==> src/sv/pts_pkg.sv <==
// Shared constants, types and helpers for the preemptive priority task scheduler.
package pts_pkg;

    localparam int FIFO_DEPTH  = 16;
    localparam int STACK_DEPTH = 16;
    localparam int NUM_FIFOS   = 3;

    localparam int FPW        = $clog2(FIFO_DEPTH);
    localparam int FCW        = $clog2(FIFO_DEPTH + 1);
    localparam int FMEM_DEPTH = NUM_FIFOS * FIFO_DEPTH;
    localparam int FMAW       = $clog2(FMEM_DEPTH);
    localparam int SPW        = $clog2(STACK_DEPTH);
    localparam int SLW        = $clog2(STACK_DEPTH + 1);
    localparam int QSW        = (NUM_FIFOS > 1) ? $clog2(NUM_FIFOS) : 1;

    localparam int QIDX_W  = 2;
    localparam int PRIO_W  = 8;
    localparam int DUR_W   = 16;
    localparam int STAT_W  = 2;
    localparam int SRC_W   = 3;
    localparam int COUNT_W = 5;

    localparam logic CMD_ENQUEUE = 1'b0;
    localparam logic CMD_TICK    = 1'b1;

    localparam logic [STAT_W-1:0] ST_OK    = 2'd0;
    localparam logic [STAT_W-1:0] ST_QFULL = 2'd1;
    localparam logic [STAT_W-1:0] ST_SFULL = 2'd2;
    localparam logic [STAT_W-1:0] ST_IDLE  = 2'd3;

    localparam logic [SRC_W-1:0] SRC_NONE  = 3'd0;
    localparam logic [SRC_W-1:0] SRC_STACK = 3'd4;

    localparam logic [DUR_W-1:0] TICK_RESET = 16'd1;

    typedef struct packed {
        logic [PRIO_W-1:0] prio;
        logic [DUR_W-1:0]  dur;
    } task_t;

    typedef struct packed {
        logic           is_tick;
        logic           drop;
        logic [QSW-1:0] qsel;
        task_t          tsk;
    } cmd_t;

    typedef struct packed {
        logic [STAT_W-1:0]  status;
        logic               running_valid;
        logic [PRIO_W-1:0]  running_priority;
        logic [DUR_W-1:0]   running_remaining;
        logic               finished;
        logic [SRC_W-1:0]   run_source;
        logic [COUNT_W-1:0] stack_count;
    } result_t;

    function automatic logic [FPW-1:0] fptr_inc(input logic [FPW-1:0] ptr);
        if (ptr == FPW'(FIFO_DEPTH - 1))
            return '0;
        else
            return ptr + 1'b1;
    endfunction

endpackage

==> src/sv/pts_front.sv <==
// Front end: accepts transactions, classifies them and queues them for the engine.
module pts_front (
    input  logic                   clk,
    input  logic                   rst_n,
    input  logic                   in_valid,
    output logic                   in_ready,
    input  logic                   command,
    input  logic [1:0]             queue_index,
    input  logic [7:0]             task_priority,
    input  logic [15:0]            task_duration,
    output logic                   cmd_valid,
    output pts_pkg::cmd_t          cmd,
    input  logic                   cmd_pop
);
    import pts_pkg::*;

    localparam int QD = 2;

    cmd_t       q_mem [QD];
    logic       wr_ptr_reg, wr_ptr_next;
    logic       rd_ptr_reg, rd_ptr_next;
    logic [1:0] cnt_reg, cnt_next;
    cmd_t       cls;
    logic       push;

    always_comb
    begin
        cls.is_tick  = (command == CMD_TICK);
        cls.drop     = (32'(queue_index) >= 32'(NUM_FIFOS));
        cls.qsel     = QSW'(queue_index);
        cls.tsk.prio = task_priority;
        cls.tsk.dur  = task_duration;
    end

    assign in_ready  = (cnt_reg != 2'(QD));
    assign push      = in_valid && in_ready;
    assign cmd_valid = (cnt_reg != 2'd0);
    assign cmd       = q_mem[rd_ptr_reg];

    always_comb
    begin
        wr_ptr_next = push ? ~wr_ptr_reg : wr_ptr_reg;
        rd_ptr_next = cmd_pop ? ~rd_ptr_reg : rd_ptr_reg;
        cnt_next    = cnt_reg + 2'(push) - 2'(cmd_pop);
    end

    always_ff @(posedge clk)
    begin
        if (push)
            q_mem[wr_ptr_reg] <= cls;
    end

    always_ff @(posedge clk or negedge rst_n)
    begin
        if (!rst_n)
        begin
            wr_ptr_reg <= 1'b0;
            rd_ptr_reg <= 1'b0;
            cnt_reg    <= 2'd0;
        end
        else
        begin
            wr_ptr_reg <= wr_ptr_next;
            rd_ptr_reg <= rd_ptr_next;
            cnt_reg    <= cnt_next;
        end
    end

endmodule

==> src/sv/pts_engine.sv <==
// Back end: task FIFOs, preemption stack, running task and result register.
module pts_engine (
    input  logic                   clk,
    input  logic                   rst_n,
    input  logic                   cfg_write_en,
    input  logic [15:0]            cfg_write_data,
    input  logic                   cmd_valid,
    input  pts_pkg::cmd_t          cmd,
    output logic                   cmd_pop,
    output logic                   res_valid,
    output pts_pkg::result_t       res,
    input  logic                   res_ready
);
    import pts_pkg::*;

    localparam logic S_IDLE = 1'b0;
    localparam logic S_EXEC = 1'b1;

    task_t fifo_mem  [FMEM_DEPTH];
    task_t stack_mem [STACK_DEPTH];

    logic              state_reg, state_next;
    logic [FPW-1:0]    head_reg [NUM_FIFOS];
    logic [FPW-1:0]    head_next [NUM_FIFOS];
    logic [FPW-1:0]    tail_reg [NUM_FIFOS];
    logic [FPW-1:0]    tail_next [NUM_FIFOS];
    logic [FCW-1:0]    count_reg [NUM_FIFOS];
    logic [FCW-1:0]    count_next [NUM_FIFOS];
    logic [SLW-1:0]    level_reg, level_next;
    logic              busy_reg, busy_next;
    logic [PRIO_W-1:0] prio_reg, prio_next;
    logic [DUR_W-1:0]  rem_reg, rem_next;
    logic [DUR_W-1:0]  tick_amount_reg;
    logic              popped_reg;
    logic [QSW-1:0]    sel_reg;
    task_t             fifo_rd_reg;
    task_t             stack_rd_reg;
    result_t           out_reg, out_next;
    logic              out_valid_reg, out_valid_next;

    logic              slot_free;
    logic              idle_go;
    logic              tick_go;
    logic              enq_do;
    logic              enq_full;
    logic              exec_done;
    logic              found;
    logic [QSW-1:0]    sel;
    logic [FMAW-1:0]   fifo_raddr;
    logic [FMAW-1:0]   fifo_waddr;
    logic [SPW-1:0]    stack_raddr;
    logic              push_do;
    task_t             push_data;
    logic              stack_full;
    logic [STAT_W-1:0] ex_status;
    logic [SRC_W-1:0]  ex_src;
    logic              ex_finished;
    logic              t_busy;
    logic [PRIO_W-1:0] t_prio;
    logic [DUR_W-1:0]  t_rem;

    assign slot_free = !out_valid_reg || res_ready;
    assign idle_go   = (state_reg == S_IDLE) && cmd_valid && (cmd.is_tick || slot_free);
    assign cmd_pop   = idle_go;
    assign tick_go   = idle_go && cmd.is_tick;
    assign enq_full  = (count_reg[cmd.qsel] >= FCW'(FIFO_DEPTH));
    assign enq_do    = idle_go && !cmd.is_tick && !cmd.drop && !enq_full;
    assign exec_done = (state_reg == S_EXEC) && slot_free;
    assign stack_full = (level_reg == SLW'(STACK_DEPTH));

    always_comb
    begin
        found = 1'b0;
        sel   = '0;
        for (int i = NUM_FIFOS - 1; i >= 0; i--)
        begin
            if (count_reg[i] != '0)
            begin
                found = 1'b1;
                sel   = QSW'(i);
            end
        end
    end

    assign fifo_raddr  = FMAW'(int'(sel) * FIFO_DEPTH + int'(head_reg[sel]));
    assign fifo_waddr  = FMAW'(int'(cmd.qsel) * FIFO_DEPTH + int'(tail_reg[cmd.qsel]));
    assign stack_raddr = (level_reg == '0) ? '0 : SPW'(level_reg - 1'b1);

    always_comb
    begin
        for (int i = 0; i < NUM_FIFOS; i++)
        begin
            head_next[i]  = head_reg[i];
            tail_next[i]  = tail_reg[i];
            count_next[i] = count_reg[i];
            if (enq_do && (cmd.qsel == QSW'(i)))
            begin
                tail_next[i]  = fptr_inc(tail_reg[i]);
                count_next[i] = count_reg[i] + 1'b1;
            end
            if (tick_go && found && (sel == QSW'(i)))
            begin
                head_next[i]  = fptr_inc(head_reg[i]);
                count_next[i] = count_reg[i] - 1'b1;
            end
        end
    end

    // Tick decision: preempt, resume or continue, then burn tick_amount.
    always_comb
    begin
        t_busy      = busy_reg;
        t_prio      = prio_reg;
        t_rem       = rem_reg;
        ex_status   = ST_OK;
        ex_src      = SRC_NONE;
        ex_finished = 1'b0;
        push_do     = 1'b0;
        push_data   = fifo_rd_reg;
        level_next  = level_reg;
        if (popped_reg)
        begin
            if (!busy_reg)
            begin
                t_busy = 1'b1;
                t_prio = fifo_rd_reg.prio;
                t_rem  = fifo_rd_reg.dur;
                ex_src = SRC_W'(sel_reg) + 1'b1;
            end
            else if (prio_reg >= fifo_rd_reg.prio)
            begin
                push_data = fifo_rd_reg;
                push_do   = 1'b1;
            end
            else
            begin
                push_data.prio = prio_reg;
                push_data.dur  = rem_reg;
                push_do        = 1'b1;
                t_prio         = fifo_rd_reg.prio;
                t_rem          = fifo_rd_reg.dur;
                ex_src         = SRC_W'(sel_reg) + 1'b1;
            end
            if (push_do)
            begin
                if (stack_full)
                    ex_status = ST_SFULL;
                else
                    level_next = level_reg + 1'b1;
            end
        end
        else if (!busy_reg && (level_reg != '0))
        begin
            level_next = level_reg - 1'b1;
            t_busy     = 1'b1;
            t_prio     = stack_rd_reg.prio;
            t_rem      = stack_rd_reg.dur;
            ex_src     = SRC_STACK;
        end
        if (t_busy)
        begin
            t_rem = (t_rem > tick_amount_reg) ? (t_rem - tick_amount_reg) : '0;
            if (t_rem == '0)
            begin
                ex_finished = 1'b1;
                t_busy      = 1'b0;
                t_prio      = '0;
            end
        end
        else if (ex_status == ST_OK)
        begin
            ex_status = ST_IDLE;
        end
    end

    always_comb
    begin
        state_next     = state_reg;
        busy_next      = busy_reg;
        prio_next      = prio_reg;
        rem_next       = rem_reg;
        out_next       = out_reg;
        out_valid_next = out_valid_reg && !res_ready;
        unique case (state_reg)
            S_IDLE:
            begin
                if (tick_go)
                    state_next = S_EXEC;
                else if (idle_go)
                begin
                    out_next.status            = (cmd.drop || enq_full) ? ST_QFULL : ST_OK;
                    out_next.running_valid     = busy_reg;
                    out_next.running_priority  = busy_reg ? prio_reg : '0;
                    out_next.running_remaining = busy_reg ? rem_reg : '0;
                    out_next.finished          = 1'b0;
                    out_next.run_source        = SRC_NONE;
                    out_next.stack_count       = COUNT_W'(level_reg);
                    out_valid_next             = 1'b1;
                end
            end
            S_EXEC:
            begin
                if (exec_done)
                begin
                    state_next                 = S_IDLE;
                    busy_next                  = t_busy;
                    prio_next                  = t_prio;
                    rem_next                   = t_rem;
                    out_next.status            = ex_status;
                    out_next.running_valid     = t_busy;
                    out_next.running_priority  = t_busy ? t_prio : '0;
                    out_next.running_remaining = t_busy ? t_rem : '0;
                    out_next.finished          = ex_finished;
                    out_next.run_source        = ex_src;
                    out_next.stack_count       = COUNT_W'(level_next);
                    out_valid_next             = 1'b1;
                end
            end
            default:
                state_next = S_IDLE;
        endcase
    end

    always_ff @(posedge clk)
    begin
        if (enq_do)
            fifo_mem[fifo_waddr] <= cmd.tsk;
        if (tick_go)
        begin
            fifo_rd_reg  <= fifo_mem[fifo_raddr];
            stack_rd_reg <= stack_mem[stack_raddr];
            popped_reg   <= found;
            sel_reg      <= sel;
        end
        if (exec_done && push_do && !stack_full)
            stack_mem[level_reg[SPW-1:0]] <= push_data;
        out_reg <= out_next;
    end

    always_ff @(posedge clk or negedge rst_n)
    begin
        if (!rst_n)
        begin
            state_reg       <= S_IDLE;
            level_reg       <= '0;
            busy_reg        <= 1'b0;
            prio_reg        <= '0;
            rem_reg         <= '0;
            tick_amount_reg <= TICK_RESET;
            out_valid_reg   <= 1'b0;
            for (int i = 0; i < NUM_FIFOS; i++)
            begin
                head_reg[i]  <= '0;
                tail_reg[i]  <= '0;
                count_reg[i] <= '0;
            end
        end
        else
        begin
            state_reg     <= state_next;
            busy_reg      <= busy_next;
            prio_reg      <= prio_next;
            rem_reg       <= rem_next;
            out_valid_reg <= out_valid_next;
            if (exec_done)
                level_reg <= level_next;
            if (cfg_write_en)
                tick_amount_reg <= cfg_write_data;
            for (int i = 0; i < NUM_FIFOS; i++)
            begin
                head_reg[i]  <= head_next[i];
                tail_reg[i]  <= tail_next[i];
                count_reg[i] <= count_next[i];
            end
        end
    end

    assign res_valid = out_valid_reg;
    assign res       = out_reg;

endmodule

==> src/sv/preemptive_priority_task_scheduler_core.sv <==
// Top level of the three-level preemptive priority task scheduler.
//
// Input channel (in_valid/in_ready): command 0 enqueues a task (task_priority,
// task_duration) into FIFO queue_index; command 1 advances one scheduler tick.
// Output channel (out_valid/out_ready): one result transaction per input
// transaction, in order, carrying status, the running task and stack depth.
// Configuration: cfg_write_en/cfg_write_data set tick_amount, the time taken
// from the running task per tick; write it only while the block is idle.
// An enqueue result passes through the front queue and the result register,
// and the engine handles it in its idle state; a tick takes the engine through
// idle and exec (a registered task-memory and stack read, then the decision).
// A 2-entry command queue sits in front of the engine, so input keeps being
// taken while the engine works. When out_ready is low the result register
// holds and the engine stops before writing the next result; the front takes
// input until its queue is full. Reset clears all FIFOs, the stack, the running
// task and sets tick_amount to 1; no clearing pass is needed.
module preemptive_priority_task_scheduler_core (
    input  logic        clk,
    input  logic        rst_n,
    input  logic        cfg_write_en,
    input  logic [15:0] cfg_write_data,
    input  logic        in_valid,
    output logic        in_ready,
    input  logic        command,
    input  logic [1:0]  queue_index,
    input  logic [7:0]  task_priority,
    input  logic [15:0] task_duration,
    output logic        out_valid,
    input  logic        out_ready,
    output logic [1:0]  status,
    output logic        running_valid,
    output logic [7:0]  running_priority,
    output logic [15:0] running_remaining,
    output logic        finished,
    output logic [2:0]  run_source,
    output logic [4:0]  stack_count
);
    import pts_pkg::*;

    logic    cmd_valid;
    cmd_t    cmd;
    logic    cmd_pop;
    result_t res;

    pts_front u_front (
        .clk           (clk),
        .rst_n         (rst_n),
        .in_valid      (in_valid),
        .in_ready      (in_ready),
        .command       (command),
        .queue_index   (queue_index),
        .task_priority (task_priority),
        .task_duration (task_duration),
        .cmd_valid     (cmd_valid),
        .cmd           (cmd),
        .cmd_pop       (cmd_pop)
    );

    pts_engine u_engine (
        .clk            (clk),
        .rst_n          (rst_n),
        .cfg_write_en   (cfg_write_en),
        .cfg_write_data (cfg_write_data),
        .cmd_valid      (cmd_valid),
        .cmd            (cmd),
        .cmd_pop        (cmd_pop),
        .res_valid      (out_valid),
        .res            (res),
        .res_ready      (out_ready)
    );

    assign status            = res.status;
    assign running_valid     = res.running_valid;
    assign running_priority  = res.running_priority;
    assign running_remaining = res.running_remaining;
    assign finished          = res.finished;
    assign run_source        = res.run_source;
    assign stack_count       = res.stack_count;

endmodule

==> config.mk <==
export PLATFORM = sky130hd
export DESIGN_NAME = preemptive_priority_task_scheduler_core
export DESIGN_NICKNAME = d
export VERILOG_FILES = /design/src/sv/pts_pkg.sv /design/src/sv/pts_front.sv /design/src/sv/pts_engine.sv /design/src/sv/preemptive_priority_task_scheduler_core.sv
export SDC_FILE = /design/constraint.sdc
export NUM_CORES = 2
export LEC_CHECK = 0
export BUFFER_PORTS_ARGS = -buffer_cell sky130_fd_sc_hd__buf_2
export CAP_MARGIN = 20
export CORE_AREA = 5 5 567 569
export CTS_BUF_LIST = sky130_fd_sc_hd__clkbuf_8
export CTS_CLUSTER_DIAMETER = 200
export DETAILED_ROUTE_END_ITERATION = 12
export DIE_AREA = 0 0 572 574
export PLACE_DENSITY_LB_ADDON = 0.15
export RECOVER_POWER = 100
export SLEW_MARGIN = 20
export SYNTH_ARGS = -nofsm -noshare
export SYNTH_HDL_FRONTEND = slang
export SYNTH_HIERARCHICAL = 1
export SYNTH_SLANG_ARGS = --single-unit
export TNS_END_PERCENT = 1
==> constraint.sdc <==
create_clock -name clk -period 7.8 [get_ports clk]
set_input_delay 1.17 -clock clk [delete_from_list [all_inputs] [get_ports clk]]
set_output_delay 1.17 -clock clk [all_outputs]
set_load 0.1 [all_outputs]
==> results.txt <==
In this run the tool buffered the top-level ports with 85 buffer cells. Synthesis instantiated 79 different standard cells from the library. The critical path is of the flop to flop type.

The net count of the finished layout is 5266. Relative to the synthesized area, the layout overhead comes to 15.8%. The initial antenna violation count is 17. The synthesized design contains between 1500 and 2000 enable-type register cells.

In this run, synthesis produced a sequential element count of approximately 1800. For this design the top-level I/O count stands at 86. The signal on the critical path passes through inv_1 > ha_1 > and3_1 > a21oi_1 > o31ai_4 > clkbuf_1 > mux2i_1 > nand2_1 > o21ai_0 > ha_1 > inv_1 > fa_1 > a21oi_1 > o21ai_1 > a21oi_1 > o21ai_0 > a221oi_1 > nor2_1 > nand3_1 > o21ai_0.

CTS built an H-tree with a depth of 5. Across the run, the number of max-cap violations was between 90 and 100. The wire length per cell after detailed routing is ~26 um. The count of pins over their slew limit is roughly 3000. The critical register-to-register path endpoint is u_engine/res[18]. The relative max-transition margin is -1.68.

The post-synthesis average cell area is between 10 and 15 um^2. More flip-flops sit in one register than any other, and that register is u_engine/fifo_mem. STA classifies the critical path startpoint as a flop.

The detailed-route DRC error count is 0. The min-delay analysis places its worst path in the category primary input to flop. The minimum clock period is 7.13 ns. The synthesized instance count came out at ~4900. The register area share after synthesis came out at 0.729.

The proportion of register bits with asynchronous set or reset after synthesis is 0.0514. The register with the most flip-flops in the layout has around 1200 of them. The estimated wirelength of the detail-placed design is 145 mm.

Counting instances, the worst hold path has a depth of 1. The DRC violation total after the first TritonRoute iteration is 3663. The area fraction of the dominant cell type after synthesis is 0.697. The flow ran to the end, but the final reports show violations. The power density over cell area is ~430 nW/um^2. Across the VDD grid, the largest voltage drop is about 0.55 mV. The cell type contributing the most total cell area after synthesis is edfxtp_1. The worst setup skew after layout is roughly 0.12 ns.

The worst-skew pair later-pin latency came out at between 1 and 1.5 ns. The global placer's final weighted congestion is 0.807. The starting density of the core came out at 0.229. The total standard cell area after synthesis came out at 72300 um^2. The count of warnings emitted by yosys is 6. The actual transition at the worst max-transition pin came out at between 4 and 5 ns. The average vias per placed instance came out at 4.66. Summing over every cut layer, the via total after detailed routing is 44750. In this run the worst path has a maximum fanout of 30.

The post-layout total power is around 36 mW. The arrival time reported for the critical path endpoint is 7.84 ns. The remaining number of nets flagged by the antenna check after routing is 0. In the layout the commonest cells are edfxtp_1, nand2_1, clkbuf_8. The floorplan has ~210 rows. The worst setup path is captured at a flop. The tree built by TritonCTS fans out to ~1800 sinks. The proportion of layout cells with a drive suffix above 1 is 0.124. TritonCTS built the clock tree.

Setup repair after global routing left no endpoint under its margin. The number of detailed-route iterations in the first pass is 6. The total congestion overflow after global routing is 0. The global-route usage over all layers came out at 0.148.

The sum of negative setup slack came out at 0 ns. The pin count of the biggest net entering global routing is approximately 190. The final setup violation count is 0. The core outline area came out at between 300000 and 400000 um^2. The floorplan step set the die width to around 570 um. The height of the chip came out at roughly 570 um. On the critical path, the stage with the largest delay is an instance of clkbuf_1. The critical hold path startpoint is task_duration[13]. The number of global-route vias before repair came out at 44578. The first-pass GRT wire length is about 350 mm. The reg-to-reg setup timing slack is a little under 0.7 ns. The number of non-filler instances in the completed layout came out at about 9600. Counting cells, the worst reg-to-reg path comes to 20. The startpoint of the lowest-slack register-to-register path is u_engine/fifo_rd_reg[23]. The number of CTS-inserted buffers came out at 325.

The final reports fail on capacitance limit, slew limit. The count of hold buffers inserted by post-cts repair came out at 0. After clock tree synthesis, the clock-pin slew on the worst setup and hold paths is about 0.06 ns.

The path with the worst hold slack has its endpoint at u_front/q_mem[0][13]. The delay of the slowest critical-path stage is 1.55 ns. The root buffer cell is clkbuf_8. The leakage power is around 27 nW.

Timing would allow up to around 140 MHz. In the synthesized netlist the dominant register cell turns out to be edfxtp_1. The hold violation count in the final report is 0. The required arrival time at the worst endpoint came out at between 8 and 9 ns. The total setup buffers inserted after CTS is 0. The total placed cells including tap cells is ~9000.

The clock passes through at most 4 buffers. The library cell used most frequently in the layout, excluding fill and tap cells, is edfxtp_1. The die covers between 300000 and 400000 um^2. The net count after synthesis came out at 5006.

The final critical-path share of the clock period came out at 0.913. The final routed wirelength across all metal layers came out at ~250 mm. Once the clock tree was built, the resizer swapped 0 gates to a different size. By area the synthesized netlist is led by edfxtp_1, nand2_1, dfrtp_1.
routing by layer:
metal | track usage | share of wire | up-vias
met4 | 0.0311 | 0.020 | 0
met3 | 0.0277 | 0.053 | 319
li1 | - | - | 19807
met1 | 0.212 | 0.46 | 23425
met5 | 0 | 0 | -
met2 | 0.235 | 0.46 | 1199
logic make-up after synthesis:
group / synth area share
XOR/XNOR: 0.00448
AO/OA/AOI/OAI: 0.0855
flip-flops: 0.729
AND/OR/NAND/NOR: 0.0986
multiplexers: 0.0517
adder cells (fa/ha/maj): 0.00906
buffers and inverters: 0.0221
worst max-delay path by stage:
stage                             start                       end  slack (ns)  cells after the start
2_1_floorplan     u_engine/level_reg[0]          u_engine/res[25]        1.72                     23
6_report       u_engine/fifo_rd_reg[23]          u_engine/res[18]        0.67                     20
4_1_cts           u_engine/level_reg[0]          u_engine/res[28]        0.96                     19
5_1_grt           u_engine/level_reg[0]  u_engine/stack_rd_reg[1]        0.31                     11
3_5_place_dp      u_engine/level_reg[0]          u_engine/res[28]        0.96                     19
3_3_place_gp      u_engine/level_reg[0]          u_engine/res[26]        1.10                     19
cells in the mapped netlist, drive strengths merged, types with 48 or more instances:
cell type	instances
mux2i	165
inv	48
a31oi	146
o21ai	175
and4	65
a2111oi	74
buf	84
a221oi	48
a21oi	76
nand4	88
edfxtp	1679
nand3	169
nor2	109
and3	63
nand2	807
clkbuf	250
dfrtp	90
a32oi	77
a211oi	68
or3	105
o211ai	74
mux2	62
mux4	60
layout make-up:
type / instances / area [um^2]
Tap cell: 4180 / 5230
Sequential cell: 1770 / 52700
Antenna cell: 10 / 25.0
Timing Repair Buffer: 267 / 1470
Inverter: 49 / 186
Multi-Input combinational cell: 2755 / 18400
Clock inverter: 235 / 1150
Fill cell: 32466 / 232000
Clock buffer: 336 / 4620
worst max-delay path: cells and delay by family, from the launching register on:
kind | cells | cell delay [ns]
compound gates | 9 | 1.94
buf+inv | 3 | 1.73
fa+ha+maj | 3 | 1.04
simple gates | 4 | 1.04
flops | 1 | 0.71
mux | 1 | 0.31
metrics by stage:
step	setup WS, ns	utilization	hold slack, ns	area (um^2)
6_report	0.675	0.265	0.363	83800
5_1_grt	0.308	0.265	0.265	83800
4_1_cts	0.956	0.267	0.0122	84400
3_5_place_dp	0.964	0.249	0.513	78700
3_3_place_gp	1.10	0.249	0.505	78600
2_1_floorplan	1.72	-	0.461	72300
report_power, final:
group	leakage, nW	switching, mW	internal, mW
Combinational	7.59	10.7	3.89
Clock	3.41	4.00	4.10
Sequential	16.3	0.603	12.6
No activity file was read; power rests on OpenSTA's default activity.
